### src/rtl/tlptw_pkg.sv
// ----------------------------------------------------------------------------
// Two-level page table walker package
// Shared sizes, codes, helper functions and controller/datapath interface types.
// ----------------------------------------------------------------------------
package tlptw_pkg;

   localparam int FRAMES    = 64;
   localparam int SLOT_W    = $clog2(FRAMES);
   localparam int INDEX_W   = 10;
   localparam int ADDR_W    = SLOT_W + INDEX_W;
   localparam int VPN_W     = 20;
   localparam int FRAME_W   = 20;
   localparam int ENTRY_W   = FRAME_W + 1;
   localparam int ROOT_W    = 6;
   localparam int FREE_W    = 7;
   localparam int CSR_AW    = 3;
   localparam int CSR_DW    = 32;

   localparam logic [ROOT_W-1:0] ROOT_FRAME_RESET = '0;
   localparam logic [FREE_W-1:0] FIRST_FREE_RESET = FREE_W'(1);

   localparam logic OP_QUERY  = 1'b0;
   localparam logic OP_UPDATE = 1'b1;

   localparam logic STATUS_OK       = 1'b0;
   localparam logic STATUS_NO_FRAME = 1'b1;

   localparam logic CSR_IDX_ROOT_FRAME = 1'b0;
   localparam logic CSR_IDX_FIRST_FREE = 1'b1;

   typedef enum logic [1:0] {
      OUT_NONE     = 2'b00,
      OUT_NO_FRAME = 2'b01,
      OUT_LEAF     = 2'b10
   } out_sel_type;

   typedef struct packed {
      logic        clear_step;
      logic        accept;
      logic        read_leaf;
      logic        link_root;
      logic        alloc_root;
      logic        write_leaf;
      logic        out_load;
      out_sel_type out_sel;
   } ctrl_cmd_type;

   typedef struct packed {
      logic clear_done;
      logic op_update;
      logic unmap;
      logic root_valid;
      logic exhausted;
      logic out_free;
   } dp_status_type;

   typedef struct packed {
      logic [ROOT_W-1:0] root_frame;
      logic [FREE_W-1:0] first_free;
      logic              load_next_free;
   } cfg_type;

   // Frame numbers are taken modulo FRAMES, a power of two.
   function automatic logic [SLOT_W-1:0] frame_slot(input logic [FRAME_W-1:0] frame);
      return frame[SLOT_W-1:0];
   endfunction

   function automatic logic [ENTRY_W-1:0] make_entry(input logic [FRAME_W-1:0] frame);
      return {frame, 1'b1};
   endfunction

endpackage

### src/rtl/tlptw_ctrl.sv
// ----------------------------------------------------------------------------
// Page table walker controller
// Sequences the clear pass, the root read, the leaf access and the response.
// ----------------------------------------------------------------------------
module tlptw_ctrl (
   input  logic                     clock,
   input  logic                     reset,
   input  logic                     req_valid,
   input  tlptw_pkg::dp_status_type sts,
   output tlptw_pkg::ctrl_cmd_type  cmd,
   output logic                     idle
);

   typedef enum logic [4:0] {
      ST_CLEAR = 5'b00001,
      ST_IDLE  = 5'b00010,
      ST_ROOT  = 5'b00100,
      ST_LEAF  = 5'b01000,
      ST_WLEAF = 5'b10000
   } state_type;

   state_type state_ff;
   state_type state_in;

   always_comb begin
      cmd      = '0;
      state_in = state_ff;
      unique case (state_ff)
         ST_CLEAR: begin
            cmd.clear_step = 1'b1;
            if (sts.clear_done) begin
               state_in = ST_IDLE;
            end
         end
         ST_IDLE: begin
            if (req_valid) begin
               cmd.accept = 1'b1;
               state_in   = ST_ROOT;
            end
         end
         ST_ROOT: begin
            priority if (sts.root_valid && !sts.op_update) begin
               cmd.read_leaf = 1'b1;
               state_in      = ST_LEAF;
            end else if (sts.root_valid) begin
               cmd.link_root = 1'b1;
               state_in      = ST_WLEAF;
            end else if (!sts.op_update || sts.unmap) begin
               if (sts.out_free) begin
                  cmd.out_load = 1'b1;
                  cmd.out_sel  = tlptw_pkg::OUT_NONE;
                  state_in     = ST_IDLE;
               end
            end else if (sts.exhausted) begin
               if (sts.out_free) begin
                  cmd.out_load = 1'b1;
                  cmd.out_sel  = tlptw_pkg::OUT_NO_FRAME;
                  state_in     = ST_IDLE;
               end
            end else begin
               cmd.alloc_root = 1'b1;
               state_in       = ST_WLEAF;
            end
         end
         ST_LEAF: begin
            if (sts.out_free) begin
               cmd.out_load = 1'b1;
               cmd.out_sel  = tlptw_pkg::OUT_LEAF;
               state_in     = ST_IDLE;
            end
         end
         ST_WLEAF: begin
            if (sts.out_free) begin
               cmd.write_leaf = 1'b1;
               cmd.out_load   = 1'b1;
               cmd.out_sel    = tlptw_pkg::OUT_NONE;
               state_in       = ST_IDLE;
            end
         end
         default: begin
            state_in = ST_CLEAR;
         end
      endcase
   end

   always_ff @(posedge clock) begin
      if (reset) begin
         state_ff <= ST_CLEAR;
      end else begin
         state_ff <= state_in;
      end
   end

   assign idle = (state_ff == ST_IDLE);

endmodule

### config.mk
export PLATFORM = sky130hd
export DESIGN_NAME = tlptw_ctrl
export DESIGN_NICKNAME = d
export VERILOG_FILES = /design/src/rtl/tlptw_pkg.sv /design/src/rtl/tlptw_ctrl.sv
export SDC_FILE = /design/constraint.sdc
export NUM_CORES = 1
export LEC_CHECK = 0
export BUFFER_PORTS_ARGS = -buffer_cell sky130_fd_sc_hd__buf_2
export CAP_MARGIN = 20
export CORE_AREA = 2 2 39 41
export CTS_CLUSTER_DIAMETER = 40
export DETAILED_ROUTE_END_ITERATION = 12
export DIE_AREA = 0 0 41 43
export GPL_TIMING_DRIVEN = 0
export PLACE_DENSITY = 0.66
export SLEW_MARGIN = 20
export SYNTH_ARGS = -nofsm -noshare
export SYNTH_HDL_FRONTEND = slang
export SYNTH_SLANG_ARGS = --single-unit
### constraint.sdc
create_clock -name clock -period 3.5 [get_ports clock]
set_input_delay 0.175 -clock clock [delete_from_list [all_inputs] [get_ports clock]]
set_output_delay 0.175 -clock clock [all_outputs]
set_load 0.02 [all_outputs]
==> flow_metrics.tcl, run 1 <==
set metrics [dict create \
    worstSetupStartpointType "flip-flop" \
    slowest_delay_ns 0.29 \
    arrival_ns 1.63 \
    cts_root_buffer "clkbuf_4" \
    powerDensity_mw_per_mm2 332 \
    yosysWarnings 0 \
    clk_latency_ns 0.26 \
    largestRegisters "state_ff: 5 flops" \
    maxSlewHeadroom 0.820 \
    layout_setup_ws_ns 1.70 \
    status "finished, final reports clean" \
    reg2regPathDepth 4 \
    power.ir.vdd_worst_v 0.000146 \
    grt-ovfl-total 0 \
    postRouteAntennaNets 0 \
    chipWidth_um 41 \
    place_congestion 0.855 \
    setup_viol 0 \
    drive_gt1_frac 0.400 \
    p_clk_frac 0.405 \
    use_met1 0.168 \
    nFillCells 156 \
    r2r-start "state_ff[1]$_SDFFE_PP0P_" \
    rsz0062_at_grt "no" \
    min_path_type "primary input to flip-flop" \
    period_minus_slack_ns 1.80 \
    intPower_mw 0.121 \
    critPathKind "flip-flop to primary output" \
    cts_buffer_depth 2 \
    timing.final.crit_share 0.515 \
    power.total_mw 0.177 \
    p_seq_frac 0.376 \
    synth_cells 53 \
    wire_per_inst_um 10.7 \
    cpMaxStageDelayCell "dfxtp_1" \
    ys_async_sr_fraction 0 \
    synthFlopType "dfxtp_1" \
    crit_end "cmd[0]" \
    cp_top_family "simple AND/OR/NAND/NOR gates" \
    place_hpwl_um 763 \
    io_buffers 18 \
    use_met2 0.203 \
    cts.sinks 5 \
    critPathLaunch "state_ff[4]$_SDFFE_PP0P_" \
    critPathMaxFanout 9 \
    end_kind "primary output" \
    avgViaCountPerCell 4.98 \
    post_cts.repair.setup_buffers 0 \
    coreArea_mm2 0.00138 \
    fmax_ghz 0.555 \
    netlist-cell-type-count 29 \
    die_area_mm2 0.00176 \
    drt-initial-drc-count 5 \
    die_h_um 43 \
    grt_max_degree 10 \
    cp.depth 6 \
    area_growth_pct 34.5 \
    report.final.slew_viol_count 0 \
    combPwrFrac 0.219 \
    htree_levels 1 \
    synth_area_um2 395 \
    cts_hold_repair.buffers 0 \
    finalClockSkew_ns 0.00683 \
    worst-path-buf-inv 2 \
    antenna_found_initial 0 \
    grt_pass1_vias 422 \
    reg2reg_setup_slack_ns 2.24 \
    track_usage 0.145 \
    p_sw_frac 0.313 \
    largest-register "state_ff" \
    clkTransAtPathRegs_ns 0.05 \
    top_usage_layer "met2" \
    path_cells "buf_4, nor3_2, and2_2, nand2_1, nor4_2, buf_2" \
    grt.met3_usage 0.0628 \
    start_util 0.286 \
    nets 85 \
    vias 453 \
    grt_pass1_wl_um 1690 \
    wl_um 976 \
    synth-edff-count 0 \
    ctsResizeCount 0 \
    synthesis.nets 62 \
    rows 14 \
    tightest_slew_ns 0.270 \
    antenna_cells 0 \
    switchingPower_mw 0.0553 \
    dp_slack_ns 1.97 \
    avgSynthCellArea_um2 7.46 \
    drt_pass1_iterations 3 \
    cap_violations 0 \
    seq_area_frac_synth 0.253 \
    power.leakage_nw 0.264 \
    synth-seq-cells 5 \
    cts_tree "yes" \
    drc 0 \
    hold_viol_final 0 \
    finalSetupTns_ns 0 \
    io_pins 19 \
    cts-buffers-inserted 3 \
    r2r-end "state_ff[1]$_SDFFE_PP0P_" \
    min-delay-start "reset" \
    largest_reg_flops 5 \
    required_ns 3.32 \
]
==> cell type report <==
cell class	count	area (um2)	area share
Timing Repair Buffer	18	90.1	0.169
Inverter	4	15.0	0.0282
Multi-Input combinational cell	43	273	0.513
Sequential cell	5	100	0.188
Clock buffer	4	26.3	0.0494
Tap cell	16	20.0	0.0376
Buffer	1	7.51	0.0141
==> power by group through the flow <==
stage / clock network (mW) / logic, mW / registers (mW)
after floorplan: 0 / 0.0252 / 0.0658
after global placement: 0 / 0.0378 / 0.0670
after detailed placement: 0 / 0.0385 / 0.0674
after CTS: 0.0736 / 0.0385 / 0.0662
after global routing: 0.0764 / 0.0427 / 0.0671
final: 0.0716 / 0.0387 / 0.0664
==> layout by cell type, fill, tap and decap left out, types with 2 or more instances in the layout <==
| master | synthesis | routed |
|---|---|---|
| buf_2 | 0 | 18 |
| a31oi_1 | 2 | 2 |
| nor2_1 | 6 | 6 |
| and3_2 | 2 | 2 |
| nor2b_1 | 2 | 2 |
| nand2_1 | 5 | 5 |
| o211ai_1 | 2 | 2 |
| dfxtp_1 | 5 | 5 |
| inv_1 | 4 | 4 |
| a21oi_1 | 4 | 4 |
| a21o_1 | 2 | 2 |
| clkbuf_4 | 0 | 3 |
==> cell families (layout without fill, tap and decap cells) <==
family	Yosys count	count (layout)	synth area share
XOR/XNOR	2	2	0.0443
flip-flops	5	5	0.253
buffers and inverters	5	27	0.0570
AND/OR/NAND/NOR	29	29	0.462
AO/OA/AOI/OAI	12	12	0.183
==> worst reg2reg max path: stages (launching register included) <==
cell	delay, ns
dfxtp_1	0.38
or3b_4	0.43
nor3b_2	0.16
a21oi_1	0.10
a31oi_1	0.13
==> synthesized netlist by cell type, types with 2 or more instances <==
| library cell | count | area [um2] |
|---|---|---|
| a31oi_1 | 2 | 12.5 |
| and3_2 | 2 | 15.0 |
| a21o_1 | 2 | 15.0 |
| nor2_1 | 6 | 22.5 |
| nand2_1 | 5 | 18.8 |
| inv_1 | 4 | 15.0 |
| o211ai_1 | 2 | 15.0 |
| a21oi_1 | 4 | 20.0 |
| nor2b_1 | 2 | 12.5 |
| dfxtp_1 | 5 | 100 |
==> worst min path at each step <==
stage,to,cells after the start
global route,state_ff[4]$_SDFFE_PP0P_,2
floorplan,state_ff[3]$_SDFFE_PP0P_,1
detailed placement,state_ff[4]$_SDFFE_PP0P_,2
finish,state_ff[4]$_SDFFE_PP0P_,2
global placement,state_ff[4]$_SDFFE_PP0P_,2
CTS,state_ff[4]$_SDFFE_PP0P_,2
==> stage by stage <==
| step | instances | cell area (um2) | hold WS [ns] | utilization |
|---|---|---|---|---|
| floorplan | 53 | 395 | 0.244 | - |
| global placement | 87 | 505 | 0.391 | 0.365 |
| detailed placement | 87 | 505 | 0.391 | 0.365 |
| CTS | 91 | 532 | 0.120 | 0.384 |
| global route | 91 | 532 | 0.135 | 0.384 |
| finish | 91 | 532 | 0.129 | 0.384 |
==> per-layer routing <==
layer,up-vias,routed length [um]
li1,233,-
met3,5,53
met1,209,401
met2,6,486
met5,-,0
met4,0,34
(Power assumes the default switching activity.)
==> run 2: changes to the inputs <==
==> constraint.sdc (replaced) <==
create_clock -name clock -period 1.7 [get_ports clock]
set_input_delay 0.085 -clock clock [delete_from_list [all_inputs] [get_ports clock]]
set_output_delay 0.085 -clock clock [all_outputs]
set_load 0.02 [all_outputs]
==> run 2 against run 1 <==
  * Critical path type unchanged
  * Largest power group unchanged
  * Setup slack got worse by 1.6 ns
  * Sequential share of layout area decreased by 1.3 points
  * Clock skew about the same
  * Largest cell class unchanged
  * Worst hold slack got worse by 0.094 ns
==> flow_metrics.tcl, run 2 (synthesis gave the netlist of run 1 again) <==
set metrics [dict create \
    wl_um 1090 \
    tightest_slew_ns 0.232 \
    place_area_um2 505 \
    antenna_cells 0 \
    arrival_ns 1.56 \
    layout_commonest_cell "buf_2" \
    design_area_um2 584 \
    place_hpwl_um 763 \
    cts_root_buffer "clkbuf_4" \
    coreArea_mm2 0.00138 \
    drt-initial-drc-count 12 \
    hold_depth 2 \
    use_met1 0.172 \
    drive_gt1_frac 0.487 \
    grt-ovfl-total 0 \
    antenna_found_initial 0 \
    timing.final.crit_share 0.969 \
    io_buffers 18 \
    multiInputGateArea_um2 292 \
    largest_reg_flops 5 \
    worstSetupStartpointType "flip-flop" \
    grt.met3_usage 0.0628 \
    cts.sinks 5 \
    vias 471 \
    min-delay-start "reset" \
    cts_hold_repair.buffers 0 \
    end_kind "primary output" \
    r2r-start "state_ff[0]$_SDFFE_PP1P_" \
    finalSetupTns_ns 0 \
    report.final.slew_viol_count 0 \
    whs_endpoint "state_ff[4]$_SDFFE_PP0P_" \
    cap_violations 0 \
    critPathKind "flip-flop to primary output" \
    drt_pass1_iterations 4 \
    status "finished, final reports clean" \
    die_h_um 43 \
    critPathMaxFanout 9 \
    cts_buffer_depth 2 \
    htree_levels 1 \
    period_minus_slack_ns 1.65 \
    area_growth_pct 47.8 \
    required_ns 1.62 \
    power.leakage_nw 0.283 \
    powerDensity_mw_per_mm2 640 \
    maxSlewHeadroom 0.845 \
    final_cell_mix "16 x buf_2, 6 x nor2_1, 5 x buf_4" \
    setup_viol 0 \
    rows 14 \
    clk_latency_ns 0.26 \
    reg2regPathDepth 4 \
    largest-register "state_ff" \
    cts_tree "yes" \
    chipWidth_um 41 \
    fmax_ghz 0.607 \
    grt_max_degree 10 \
    cts-buffers-inserted 3 \
    final-seq-area_um2 103 \
    io_pins 19 \
    min_path_type "primary input to flip-flop" \
    hold_viol_final 0 \
    start_util 0.286 \
    r2r-end "state_ff[1]$_SDFFE_PP0P_" \
    grt_pass1_vias 423 \
    largestRegisters "state_ff: 5 flops" \
    place_congestion 0.855 \
    avgViaCountPerCell 5.01 \
    layout_setup_ws_ns 0.0532 \
    grt_pass1_wl_um 1730 \
    power.ir.vdd_worst_v 0.000322 \
    nets 88 \
    track_usage 0.148 \
    clkTransAtPathRegs_ns 0.05 \
    use_met2 0.206 \
    top_usage_layer "met2" \
    finalClockSkew_ns 0.00672 \
    dp_slack_ns 0.261 \
    nFillCells 150 \
    postRouteAntennaNets 0 \
    drc 0 \
    wire_per_inst_um 11.6 \
    reg2reg_setup_slack_ns 0.45 \
    die_area_mm2 0.00176 \
]
==> run 2: cell count changes in the layout (fill, tap and decap cells not counted), sizes merged <==
cell,delta
buf,+3
==> run 2: worst max-delay path, cell delays in order (launching register included) <==
cell	delay, ns
dfxtp_1	0.30
buf_6	0.14
nor3_4	0.14
and2_4	0.19
nand2_2	0.07
nor4_2	0.26
buf_2	0.20
==> run 2: worst max path at each step <==
stage | from | to | slack, ns | cells past startpoint
floorplan | state_ff[4]$_SDFFE_PP0P_ | cmd[4] | 0.1 | 5
global placement | state_ff[4]$_SDFFE_PP0P_ | cmd[0] | 0.30 | 6
detailed placement | state_ff[4]$_SDFFE_PP0P_ | cmd[0] | 0.26 | 6
CTS | state_ff[4]$_SDFFE_PP0P_ | cmd[0] | 0.04 | 6
global route | state_ff[4]$_SDFFE_PP0P_ | cmd[4] | -0.04 | 6
finish | state_ff[4]$_SDFFE_PP0P_ | cmd[4] | 0.05 | 6
==> run 2: through the flow <==
step / utilization / hold WS [ns] / power [mW] / cells
global route: 0.422 / 0.0465 / 0.393 / 94
CTS: 0.390 / 0.0304 / 0.372 / 91
global placement: 0.365 / 0.301 / 0.216 / 87
floorplan: - / 0.154 / 0.187 / 53
detailed placement: 0.365 / 0.301 / 0.218 / 87
finish: 0.422 / 0.0355 / 0.374 / 94
==> run 2: where the power goes <==
group	switching [mW]	internal [mW]	leakage [nW]	total, mW
Combinational	0.0450	0.0395	0.227	0.0846
Sequential	0.0149	0.126	0.0408	0.141
Clock	0.0591	0.0894	0.0150	0.148
Total	0.119	0.255	0.283	0.374
==> run 2: what timing repair did <==
| action | 4_1_cts | 5_1_grt |
|---|---|---|
| hold endpoints to repair | 0 | 0 |
| pin swaps | 0 | 4 |
| gates resized for setup | 2 | 8 |
| cloned | 0 | 0 |
| setup buffers | 0 | 3 |
| endpoints found under the setup margin | 1 | 3 |
==> run 2: layout make-up <==
type	count	area share
Buffer	1	0.0193
Clock buffer	4	0.0450
Inverter	4	0.0257
Multi-Input combinational cell	43	0.499
Sequential cell	5	0.176
Tap cell	16	0.0343
Timing Repair Buffer	21	0.201
==> run 2: metal layers <==
metal / wire, um / vias up
met4: 34 / 0
met2: 542 / 10
li1: - / 242
met3: 67 / 4
met5: 0 / -
met1: 450 / 215
==> run 3: changes to the inputs <==
--- a/config.mk
+++ b/config.mk
@@ -5,7 +5,7 @@
 export SDC_FILE = /design/constraint.sdc
 export NUM_CORES = 1
 export LEC_CHECK = 0
-export BUFFER_PORTS_ARGS = -buffer_cell sky130_fd_sc_hd__buf_2
+export BUFFER_PORTS_ARGS = -buffer_cell sky130_fd_sc_hd__buf_4
 export CAP_MARGIN = 20
 export CORE_AREA = 2 2 39 41
 export CTS_CLUSTER_DIAMETER = 40
==> run 3 against run 2 <==
  * Combinational power increased by 11%
  * Critical path depth decreased by 1
  * Die area unchanged
  * Sequential power about the same
  * Clock skew decreased by 0.00052 ns
  * Sequential share of layout area decreased by 0.55 points
  * Via count decreased by 6.4%
  * Final cell count decreased by 1.1%
  * Worst hold slack got worse by 0.0024 ns
  * Fmax increased by 2.9%
  * Non-clock buffer count decreased by 1
==> flow_metrics.tcl, run 3 (synthesis gave the netlist of run 1 again) <==
set metrics [dict create \
    clkTransAtPathRegs_ns 0.05 \
    start_util 0.286 \
    largestRegisters "state_ff: 5 flops" \
    worstSetupStartpointType "flip-flop" \
    die_h_um 43 \
    cts-buffers-inserted 3 \
    grt_max_degree 10 \
    reg2regPathDepth 4 \
    hold_viol_final 0 \
    cts_buffer_depth 2 \
    die_area_mm2 0.00176 \
    timing.final.crit_share 0.942 \
    period_minus_slack_ns 1.60 \
    status "finished, final reports clean" \
    track_usage 0.143 \
    cap_violations 0 \
    intPower_mw 0.259 \
    r2r-start "state_ff[0]$_SDFFE_PP1P_" \
    grt_pass1_vias 396 \
    multiInputGateArea_um2 280 \
    critPathLaunch "state_ff[0]$_SDFFE_PP1P_" \
    finalClockSkew_ns 0.00620 \
    power.leakage_nw 0.286 \
    rsz0062_at_grt "yes" \
    vias 441 \
    tightest_slew_ns 0.218 \
    place_hpwl_um 835 \
    p_seq_frac 0.374 \
    clk_latency_ns 0.24 \
    slowest_delay_ns 0.44 \
    dp.cells 87 \
    fmax_ghz 0.625 \
    reg2reg_setup_slack_ns 0.41 \
    drive_gt1_frac 0.455 \
    io_buffers 18 \
    cts.sinks 5 \
    antenna_found_initial 0 \
    end_kind "primary output" \
    p_clk_frac 0.374 \
    setup_viol 0 \
    min_path_type "primary input to flip-flop" \
    place_congestion 0.824 \
    power.total_mw 0.373 \
    combPwrFrac 0.251 \
    final_cell_mix "21 x buf_4, 6 x nor2_1, 5 x nand2_1" \
    grt-ovfl-total 0 \
    finalSetupTns_ns 0 \
    avgViaCountPerCell 4.74 \
    final-seq-area_um2 103 \
    largest_reg_flops 5 \
    rows 14 \
    design_area_um2 603 \
    coreArea_mm2 0.00138 \
    path_cells "or3b_4, nor3b_2, a21oi_1, inv_1, buf_4" \
    nets 87 \
    cts_root_buffer "clkbuf_4" \
    utilization 0.436 \
    maxSlewHeadroom 0.854 \
    chipWidth_um 41 \
    grt_pass1_wl_um 1680 \
    switchingPower_mw 0.114 \
    antenna_cells 0 \
    postRouteAntennaNets 0 \
    place_area_um2 551 \
    area_growth_pct 52.5 \
    cpMaxStageDelayCell "or3b_4" \
    layout_setup_ws_ns 0.0991 \
    cts_hold_repair.buffers 0 \
    critPathKind "flip-flop to primary output" \
    nFillCells 137 \
    report.final.slew_viol_count 0 \
    crit_end "cmd[2]" \
    wl_um 1060 \
    htree_levels 1 \
    required_ns 1.62 \
    critPathMaxFanout 7 \
    largest-register "state_ff" \
    layout_commonest_cell "buf_4" \
    drc 0 \
    holdWs_ns 0.0331 \
    layout.cells.non_filler 93 \
    drt-initial-drc-count 10 \
    cts_tree "yes" \
    r2r-end "state_ff[1]$_SDFFE_PP0P_" \
    powerDensity_mw_per_mm2 618 \
    dp_slack_ns 0.282 \
    power.ir.vdd_worst_v 0.000491 \
    io_pins 19 \
    wire_per_inst_um 11.4 \
    arrival_ns 1.52 \
    p_sw_frac 0.305 \
    drt_pass1_iterations 4 \
]
-- run 3: changes by cell type in the layout (fill, tap and decap cells not counted), sizes merged --
cell,delta
clkbuf,-1
clkinv,+1
buf,-1
-- run 3: area by class of cell --
class                           instances  area share
Multi-Input combinational cell         43       0.465
Inverter                                4      0.0249
Clock buffer                            3      0.0373
Timing Repair Buffer                   20       0.249
Buffer                                  1      0.0124
Clock inverter                          1     0.00830
Tap cell                               16      0.0332
Sequential cell                         5       0.170
-- run 3: power by group through the flow --
| stage | combinational (mW) | sequential (mW) | clock (mW) |
|---|---|---|---|
| final | 0.0938 | 0.140 | 0.140 |
| after global routing | 0.103 | 0.142 | 0.160 |
| after CTS | 0.0901 | 0.136 | 0.145 |
| after detailed placement | 0.0889 | 0.138 | 0 |
| after global placement | 0.0879 | 0.138 | 0 |
| after floorplan | 0.0519 | 0.135 | 0 |
-- run 3: critical path, delay by kind of cell, from the launching register on --
| family | cells | cell delay (ns) |
|---|---|---|
| AND/OR/NAND/NOR | 2 | 0.61 |
| AO/OA/AOI/OAI | 1 | 0.11 |
| flip-flops | 1 | 0.36 |
| buffers and inverters | 2 | 0.20 |
-- run 3: routing by layer --
metal / track usage / part of all wire / vias up / wire (um)
met5: 0 / 0 / - / 0
met4: 0.0400 / 0 / 0 / 0
met3: 0.0785 / 0.054 / 0 / 57
met2: 0.197 / 0.53 / 10 / 566
met1: 0.186 / 0.41 / 194 / 437
li1: - / - / 237 / -
-- run 3: how the worst min path moves through the flow --
stage | start | endpoint | slack [ns] | cells past startpoint
6_report | reset | state_ff[4]$_SDFFE_PP0P_ | 0.03 | 2
5_1_grt | reset | state_ff[4]$_SDFFE_PP0P_ | 0.02 | 2
3_3_place_gp | reset | state_ff[4]$_SDFFE_PP0P_ | 0.28 | 2
2_1_floorplan | reset | state_ff[3]$_SDFFE_PP0P_ | 0.15 | 1
3_5_place_dp | reset | state_ff[4]$_SDFFE_PP0P_ | 0.28 | 2
4_1_cts | reset | state_ff[3]$_SDFFE_PP0P_ | 0.02 | 2
-- run 3: repair_timing --
item                                   4_1_cts  5_1_grt
resized for setup                            0        4
endpoints found under the hold margin        0        0
setup endpoints to repair                    0        3
setup buffers                                0        2
